### src/design/aoc_pkg.sv
// aoc_pkg: types and constants shared by the box contact pipeline
// transaction structs for both channels, stage payloads and face codes
// no dependencies
`timescale 1ns / 1ps
`default_nettype none

package aoc_pkg;

	localparam int CoordWidth = 32;
	localparam int AxisCount  = 3;
	localparam int FaceCount  = 6;
	localparam int AxisWidth  = 3;

	typedef logic signed [CoordWidth-1:0] coord_t;
	typedef logic [CoordWidth-1:0] dist_t;
	typedef logic [AxisWidth-1:0] face_code_t;

	localparam face_code_t FACE_NEG_X = 3'd0;
	localparam face_code_t FACE_POS_X = 3'd1;
	localparam face_code_t FACE_NEG_Y = 3'd2;
	localparam face_code_t FACE_POS_Y = 3'd3;
	localparam face_code_t FACE_NEG_Z = 3'd4;
	localparam face_code_t FACE_POS_Z = 3'd5;

	typedef struct packed {
		coord_t a_min_x;
		coord_t a_min_y;
		coord_t a_min_z;
		coord_t a_max_x;
		coord_t a_max_y;
		coord_t a_max_z;
		coord_t b_min_x;
		coord_t b_min_y;
		coord_t b_min_z;
		coord_t b_max_x;
		coord_t b_max_y;
		coord_t b_max_z;
	} req_t;

	typedef struct packed {
		logic       hit;
		face_code_t contact_axis;
		dist_t      penetration;
		coord_t     contact_x;
		coord_t     contact_y;
		coord_t     contact_z;
	} rsp_t;

	// after the face stage
	typedef struct packed {
		logic [AxisCount-1:0]            overlap;
		logic [FaceCount-1:0][CoordWidth-1:0] depth;
		logic [AxisCount-1:0][CoordWidth-1:0] lo;
		logic [AxisCount-1:0][CoordWidth-1:0] hi;
	} face_t;

	// after the reduce stage
	typedef struct packed {
		logic                                  hit;
		logic [AxisCount-1:0][CoordWidth-1:0]  best_dist;
		logic [AxisCount-1:0][AxisWidth-1:0]   best_code;
		logic [AxisCount-1:0][CoordWidth-1:0]  center;
	} pair_t;

endpackage

`default_nettype wire

### src/design/aoc_face_stage.sv
// aoc_face_stage: first pipeline stage, per-axis overlap tests, face distances
// and overlap region bounds; depends on aoc_pkg
`timescale 1ns / 1ps
`default_nettype none

module aoc_face_stage (
	input  wire logic           clk,
	input  wire logic           arst_n,
	input  wire logic           req_valid,
	input  wire aoc_pkg::req_t  req,
	input  wire logic           take_next,
	output logic                take,
	output logic                valid_s1,
	output aoc_pkg::face_t      face_s1
);

	aoc_pkg::coord_t amin [aoc_pkg::AxisCount];
	aoc_pkg::coord_t amax [aoc_pkg::AxisCount];
	aoc_pkg::coord_t bmin [aoc_pkg::AxisCount];
	aoc_pkg::coord_t bmax [aoc_pkg::AxisCount];
	aoc_pkg::face_t  face_d;

	assign take = !valid_s1 || take_next;

	always_comb begin
		amin[0] = req.a_min_x;
		amin[1] = req.a_min_y;
		amin[2] = req.a_min_z;
		amax[0] = req.a_max_x;
		amax[1] = req.a_max_y;
		amax[2] = req.a_max_z;
		bmin[0] = req.b_min_x;
		bmin[1] = req.b_min_y;
		bmin[2] = req.b_min_z;
		bmax[0] = req.b_max_x;
		bmax[1] = req.b_max_y;
		bmax[2] = req.b_max_z;
		for (int i = 0; i < aoc_pkg::AxisCount; i++) begin
			face_d.overlap[i] = (amin[i] <= bmax[i]) && (amax[i] >= bmin[i]);
			// only meaningful on a hit, where both fit unsigned
			face_d.depth[2*i]   = amax[i] - bmin[i];
			face_d.depth[2*i+1] = bmax[i] - amin[i];
			face_d.lo[i] = (amin[i] > bmin[i]) ? amin[i] : bmin[i];
			face_d.hi[i] = (amax[i] < bmax[i]) ? amax[i] : bmax[i];
		end
	end

	always_ff @(posedge clk or negedge arst_n) begin
		if (!arst_n) begin
			valid_s1 <= 1'b0;
		end else if (take) begin
			valid_s1 <= req_valid;
		end
	end

	always_ff @(posedge clk) begin
		if (take && req_valid) begin
			face_s1 <= face_d;
		end
	end

endmodule

`default_nettype wire

### src/design/aoc_reduce_stage.sv
// aoc_reduce_stage: second pipeline stage, hit flag, per-axis face winner
// and center of the overlap region by floor halving; depends on aoc_pkg
`timescale 1ns / 1ps
`default_nettype none

module aoc_reduce_stage (
	input  wire logic            clk,
	input  wire logic            arst_n,
	input  wire logic            valid_s1,
	input  wire aoc_pkg::face_t  face_s1,
	input  wire logic            take_next,
	output logic                 take,
	output logic                 valid_s2,
	output aoc_pkg::pair_t       pair_s2
);

	localparam int W = aoc_pkg::CoordWidth;

	aoc_pkg::pair_t pair_d;
	logic [W:0]     sum [aoc_pkg::AxisCount];

	assign take = !valid_s2 || take_next;

	always_comb begin
		pair_d.hit = &face_s1.overlap;
		for (int i = 0; i < aoc_pkg::AxisCount; i++) begin
			sum[i] = {face_s1.lo[i][W-1], face_s1.lo[i]}
				+ {face_s1.hi[i][W-1], face_s1.hi[i]};
			pair_d.center[i] = sum[i][W:1];
			// lower face wins ties
			if (face_s1.depth[2*i+1] < face_s1.depth[2*i]) begin
				pair_d.best_dist[i] = face_s1.depth[2*i+1];
				pair_d.best_code[i] = aoc_pkg::AxisWidth'(2*i+1);
			end else begin
				pair_d.best_dist[i] = face_s1.depth[2*i];
				pair_d.best_code[i] = aoc_pkg::AxisWidth'(2*i);
			end
		end
	end

	always_ff @(posedge clk or negedge arst_n) begin
		if (!arst_n) begin
			valid_s2 <= 1'b0;
		end else if (take) begin
			valid_s2 <= valid_s1;
		end
	end

	always_ff @(posedge clk) begin
		if (take && valid_s1) begin
			pair_s2 <= pair_d;
		end
	end

endmodule

`default_nettype wire

### src/design/aoc_select_stage.sv
// aoc_select_stage: last pipeline stage, picks the smallest face over the
// three axis winners and zeroes a miss; depends on aoc_pkg
`timescale 1ns / 1ps
`default_nettype none

module aoc_select_stage (
	input  wire logic            clk,
	input  wire logic            arst_n,
	input  wire logic            valid_s2,
	input  wire aoc_pkg::pair_t  pair_s2,
	input  wire logic            take_next,
	output logic                 take,
	output logic                 valid_s3,
	output aoc_pkg::rsp_t        rsp_s3
);

	aoc_pkg::rsp_t       rsp_d;
	aoc_pkg::dist_t      xy_dist;
	aoc_pkg::face_code_t xy_code;

	assign take = !valid_s3 || take_next;

	always_comb begin
		if (pair_s2.best_dist[1] < pair_s2.best_dist[0]) begin
			xy_dist = pair_s2.best_dist[1];
			xy_code = pair_s2.best_code[1];
		end else begin
			xy_dist = pair_s2.best_dist[0];
			xy_code = pair_s2.best_code[0];
		end
		rsp_d = '0;
		if (pair_s2.hit) begin
			rsp_d.hit = 1'b1;
			if (pair_s2.best_dist[2] < xy_dist) begin
				rsp_d.penetration  = pair_s2.best_dist[2];
				rsp_d.contact_axis = pair_s2.best_code[2];
			end else begin
				rsp_d.penetration  = xy_dist;
				rsp_d.contact_axis = xy_code;
			end
			rsp_d.contact_x = pair_s2.center[0];
			rsp_d.contact_y = pair_s2.center[1];
			rsp_d.contact_z = pair_s2.center[2];
		end
	end

	always_ff @(posedge clk or negedge arst_n) begin
		if (!arst_n) begin
			valid_s3 <= 1'b0;
		end else if (take) begin
			valid_s3 <= valid_s2;
		end
	end

	always_ff @(posedge clk) begin
		if (take && valid_s2) begin
			rsp_s3 <= rsp_d;
		end
	end

endmodule

`default_nettype wire

### src/design/aabb_overlap_contact.sv
// aabb_overlap_contact: contact test for two axis-aligned boxes, top level
// path: an accepted transaction moves through valid_s1 and valid_s2 into valid_s3, which drives rsp_valid
// throughput: one transaction per cycle while rsp_stall is low, set by the three-stage pipeline
// stall: each stage refills as soon as its contents move on, so no bubbles
// reset: clears the stage valid bits only; payload registers are not reset
// depends on aoc_pkg, aoc_face_stage, aoc_reduce_stage, aoc_select_stage
`timescale 1ns / 1ps
`default_nettype none

module aabb_overlap_contact (
	input  wire logic           clk,
	input  wire logic           arst_n,
	input  wire logic           req_valid,
	output logic                req_stall,
	input  wire aoc_pkg::req_t  req,
	output logic                rsp_valid,
	input  wire logic           rsp_stall,
	output aoc_pkg::rsp_t       rsp
);

	logic           take1, take2, take3;
	logic           valid_s1, valid_s2, valid_s3;
	aoc_pkg::face_t face_s1;
	aoc_pkg::pair_t pair_s2;
	aoc_pkg::rsp_t  rsp_s3;

	aoc_face_stage u_face (
		.clk       (clk),
		.arst_n    (arst_n),
		.req_valid (req_valid),
		.req       (req),
		.take_next (take2),
		.take      (take1),
		.valid_s1  (valid_s1),
		.face_s1   (face_s1)
	);

	aoc_reduce_stage u_reduce (
		.clk       (clk),
		.arst_n    (arst_n),
		.valid_s1  (valid_s1),
		.face_s1   (face_s1),
		.take_next (take3),
		.take      (take2),
		.valid_s2  (valid_s2),
		.pair_s2   (pair_s2)
	);

	aoc_select_stage u_select (
		.clk       (clk),
		.arst_n    (arst_n),
		.valid_s2  (valid_s2),
		.pair_s2   (pair_s2),
		.take_next (!rsp_stall),
		.take      (take3),
		.valid_s3  (valid_s3),
		.rsp_s3    (rsp_s3)
	);

	assign req_stall = !take1;
	assign rsp_valid = valid_s3;
	assign rsp       = rsp_s3;

	// a free output lets every stage move
	a_free_flow: assert property (@(posedge clk) disable iff (!arst_n)
		!rsp_stall |-> !req_stall)
		else $error("input stalled while output is free");

	// an accepted transaction lands in the first stage
	a_enter: assert property (@(posedge clk) disable iff (!arst_n)
		(req_valid && !req_stall) |=> valid_s1)
		else $error("accepted transaction lost at first stage");

	// a miss carries nothing but zeros
	a_miss_zero: assert property (@(posedge clk) disable iff (!arst_n)
		(rsp_valid && !rsp.hit) |-> (rsp.contact_axis == aoc_pkg::FACE_NEG_X
		&& rsp.penetration == '0 && rsp.contact_x == '0
		&& rsp.contact_y == '0 && rsp.contact_z == '0))
		else $error("miss with nonzero contact data");

	// the face code stays within the six faces
	a_axis_range: assert property (@(posedge clk) disable iff (!arst_n)
		rsp_valid |-> (rsp.contact_axis <= aoc_pkg::FACE_POS_Z))
		else $error("contact axis out of range");

	// a middle stage that cannot drain holds its transaction
	a_hold_s2: assert property (@(posedge clk) disable iff (!arst_n)
		(valid_s2 && !take3) |=> valid_s2)
		else $error("stalled transaction dropped in second stage");

endmodule

`default_nettype wire

### config.mk
export PLATFORM = sky130hd
export DESIGN_NAME = aabb_overlap_contact
export DESIGN_NICKNAME = d
export VERILOG_FILES = /design/src/design/aoc_pkg.sv /design/src/design/aoc_face_stage.sv /design/src/design/aoc_reduce_stage.sv /design/src/design/aoc_select_stage.sv /design/src/design/aabb_overlap_contact.sv
export SDC_FILE = /design/constraint.sdc
export NUM_CORES = 2
export LEC_CHECK = 0
export BUFFER_PORTS_ARGS = -buffer_cell sky130_fd_sc_hd__buf_2
export CAP_MARGIN = 30
export CORE_MARGIN = 2
export CORE_UTILIZATION = 52
export CTS_CLUSTER_DIAMETER = 30
export DETAILED_ROUTE_END_ITERATION = 10
export PLACE_DENSITY = 0.77
export RECOVER_POWER = 25
export SYNTH_ARGS = -nofsm -noshare
export SYNTH_HDL_FRONTEND = slang
export SYNTH_SLANG_ARGS = --single-unit
### constraint.sdc
create_clock -name clk -period 13.56 [get_ports clk]
set_input_delay 1.356 -clock clk [delete_from_list [all_inputs] [get_ports clk]]
set_output_delay 1.356 -clock clk [all_outputs]
set_load 0.02 [all_outputs]
==> run metrics <==
worst path bufs/invs 4; post-placement cell count 6202; Setup Viol. Count Final 0; TritonCTS Buffers 164; vias 37.73k; largest net degree at the start of global routing 99; drt initial violations 2771; Seq cells post-synth 718; TritonCTS clock tree done; total wire length 135500 um; cell chain of the critical path clkbuf_1, nand4_1, and2_0, buf_4, buf_4, buf_4; non-filler instance count after layout 6515; mean post-synth cell area 10.94 sq um; I/O pins 522; final hold violations 0; CP most frequent cell buf_4; peak fanout along the critical path 75; fillcell total 7324; via density per instance 5.791; first-pass GRT wire length 207000 um; total grt overflow 0; achievable frequency 0.1504 GHz; overall power 0.009389 W; die extent in x 310.7 um; Worst path slowest cell and2_0; Syn Nets 5495; power share of the clock group 42.4%; DP HPWL 104100 um; nets 6143; CTS Sinks 718; drt pass-1 iters 5; pwr dens 159.6 mW/mm^2; post-synthesis cell count 4469; max incr delay on CP 2.79 ns; root buf cell clkbuf_16; vias in the first global route 37.61k; CTS resizes 0; P_int 0.006518 W; WL/cell 20.80 um; EDFF count, synth 715; Residual DRC 0; Worst EP required 13.91 ns; RSZ-0062 raised after global routing false; core region area 0.09333 sq mm; Least-Margin Pin Slew 4.354 ns; worst skew pair latency 0.76 ns; worst relative slew slack -190.2%; row cnt 112; sw frac 30.58%; die footprint 0.09653 sq mm; Total GRT Usage 27.51%; Initial Util 52.41%; Final min period 6.649 ns; violated checks capacitance limit, slew limit; switching power total 0.002871 W; Peak VDD IR 0.1513 mV; clk slew on worst S/H paths 0.04 ns; Pleak 26.78 nW; # Post-CTS Setup Buffers 0; Final ANT Viol Nets 0; Most used DFF post-synth edfxtp_1; initial antenna violation count 13; IO Port Bufs 521; post-synthesis sequential area ratio 44.05%; sequential power share 32.8%; Yosys cell types 72; Comb pwr share 24.8%; synthesized cell area 0.04891 sq mm; ys async rst share 0.4178%; die span in y 310.7 um; Setup TNS Final 0 ns; Ys Warns 0; setup skew after layout 0.04264 ns; H-tree depth 4; Max-Cap Viols 6; Hold/Removal Path Class in -> async; Layout Area Growth over Synthesis 20.25%; Startpoint Class input pin; Max clock buf depth 3; critical path class in -> reg; status complete, but fails checks; Hold Buf Count CTS 0; GPL Wtd Cong 0.9702; delay-heaviest family, CP simple AND/OR/NAND/NOR gates; layout cells sized above 1 19.55%; max-slew violations 352; Crit path arrival time 7.00 ns; CP Capture Type register; crit share post-route 49.03%
[stage by stage]
step	utilization [%]	hold slack [ns]	area, sq um	setup slack [ns]
5_1_grt	63.02	0.4192	58810	6.302
4_1_cts	63.01	0.3869	58800	7.366
2_1_floorplan	-	0.4244	48910	1.842
3_3_place_gp	56.90	0.4695	53110	7.018
6_report	63.02	0.4399	58810	6.911
3_5_place_dp	56.96	0.4870	53160	7.363
[power by group through the flow]
stage	registers (W)	clock network, W	logic (W)
floorplan	0.00319	0	0.00153
global placement	0.00309	0	0.00223
detailed placement	0.00310	0	0.00229
CTS	0.00307	0.00402	0.00232
global route	0.00311	0.00414	0.00257
finish	0.00308	0.00398	0.00233
[registers in the layout (all words and copies together), names as in the netlist]
name / count
u_select.valid_s3: 1
u_face.valid_s1: 1
u_reduce.valid_s2: 1
u_select.rsp_s3: 132
u_face.face_s1: 387
u_reduce.pair_s2: 196
[worst register-to-register path, cell delays in order, from the launching register on]
cell and delay [ns]:
dfrtp_1 0.41, nand4_1 0.16, and2_0 2.79, buf_4 0.92
buf_4 0.74, buf_4 0.92
[synth_stat cells, types with 113 or more instances]
master    count  share of area (%)
edfxtp_1    715                 44
ha_1        629                 16
inv_1       504                3.9
a21oi_1     332                3.4
a21o_1      208                3.2
nor2_1      191                1.5
mux2_2      187                4.3
nand2_1     172                1.3
o21ai_0     164                1.7
xnor2_1     161                2.9
mux2i_1     135                2.8
and2_1      113                1.4
[metal layers]
metal	wire [um]	vias to the layer above	GRT usage, %
li1	-	17930	-
met1	55740	18030	34.55
met2	64540	1410	46.24
met3	9561	349	5.019
met4	5668	4	12.38
met5	32	-	0
[worst paths after layout]
path / start / end / slack [ns] / cells after the start
worst max-delay path: rsp_stall / u_face.face_s1[14] / 6.91 / 6
worst min-delay path: arst_n / u_face.valid_s1 / 0.44 / 1
worst max register to register: u_select.valid_s3 / u_face.face_s1[14] / 7.25 / 5
worst min register to register: u_face.valid_s1 / u_reduce.valid_s2 / 0.49 / 1
max in group asynchronous: arst_n / u_select.valid_s3 / 12.97 / 1
min in group clk: u_face.valid_s1 / u_reduce.valid_s2 / 0.49 / 1
[layout by cell type (no fill, tap or decap), types with 29 or more instances in the layout]
cell type	synthesis	final
a21o_1	208	208
clkbuf_1	46	37
and2_0	0	78
o21ai_0	164	164
nand2_1	172	172
o21bai_1	30	30
xnor2_1	161	161
clkinv_2	0	29
xor2_1	72	72
nor2b_1	64	64
nand4_1	84	84
a21oi_1	332	330
nand3_1	80	80
clkbuf_16	0	164
nor2_1	191	191
nor3_1	59	59
inv_1	504	504
ha_1	629	629
edfxtp_1	715	715
nand2b_1	56	56
buf_2	19	508
mux2_2	187	187
mux2i_1	135	134
and2_1	113	35
a211oi_1	70	69
o21a_1	60	60
[cell type report]
class                           count  area [sq um]  area share, %
Multi-Input combinational cell   3180         25310          43.03
Sequential cell                   718         21550          36.63
Clock buffer                      184          4189          7.123
Timing Repair Buffer              548          2828          4.808
Inverter                          505          1896          3.223
Tap cell                         1254          1569          2.668
Clock inverter                    119          1459          2.481
Antenna cell                        7         17.52        0.02978
[kinds of logic (layout without fill, tap and decap cells)]
kind of cell               Yosys count  in the layout  share of synthesized area, %
AOI/OAI and AO/OA                 1063           1063                         14.11
xor gates and xnor gates           233            233                         4.172
adders and majority gates          638            638                         16.46
buffers and inverters              571           1356                         4.431
DFF                                718            718                         44.05
muxes                              322            322                         7.068
other                                0              7                             0
and+or+nand+nor                    924            924                         9.711
Power figures use the tool's default switching activity.
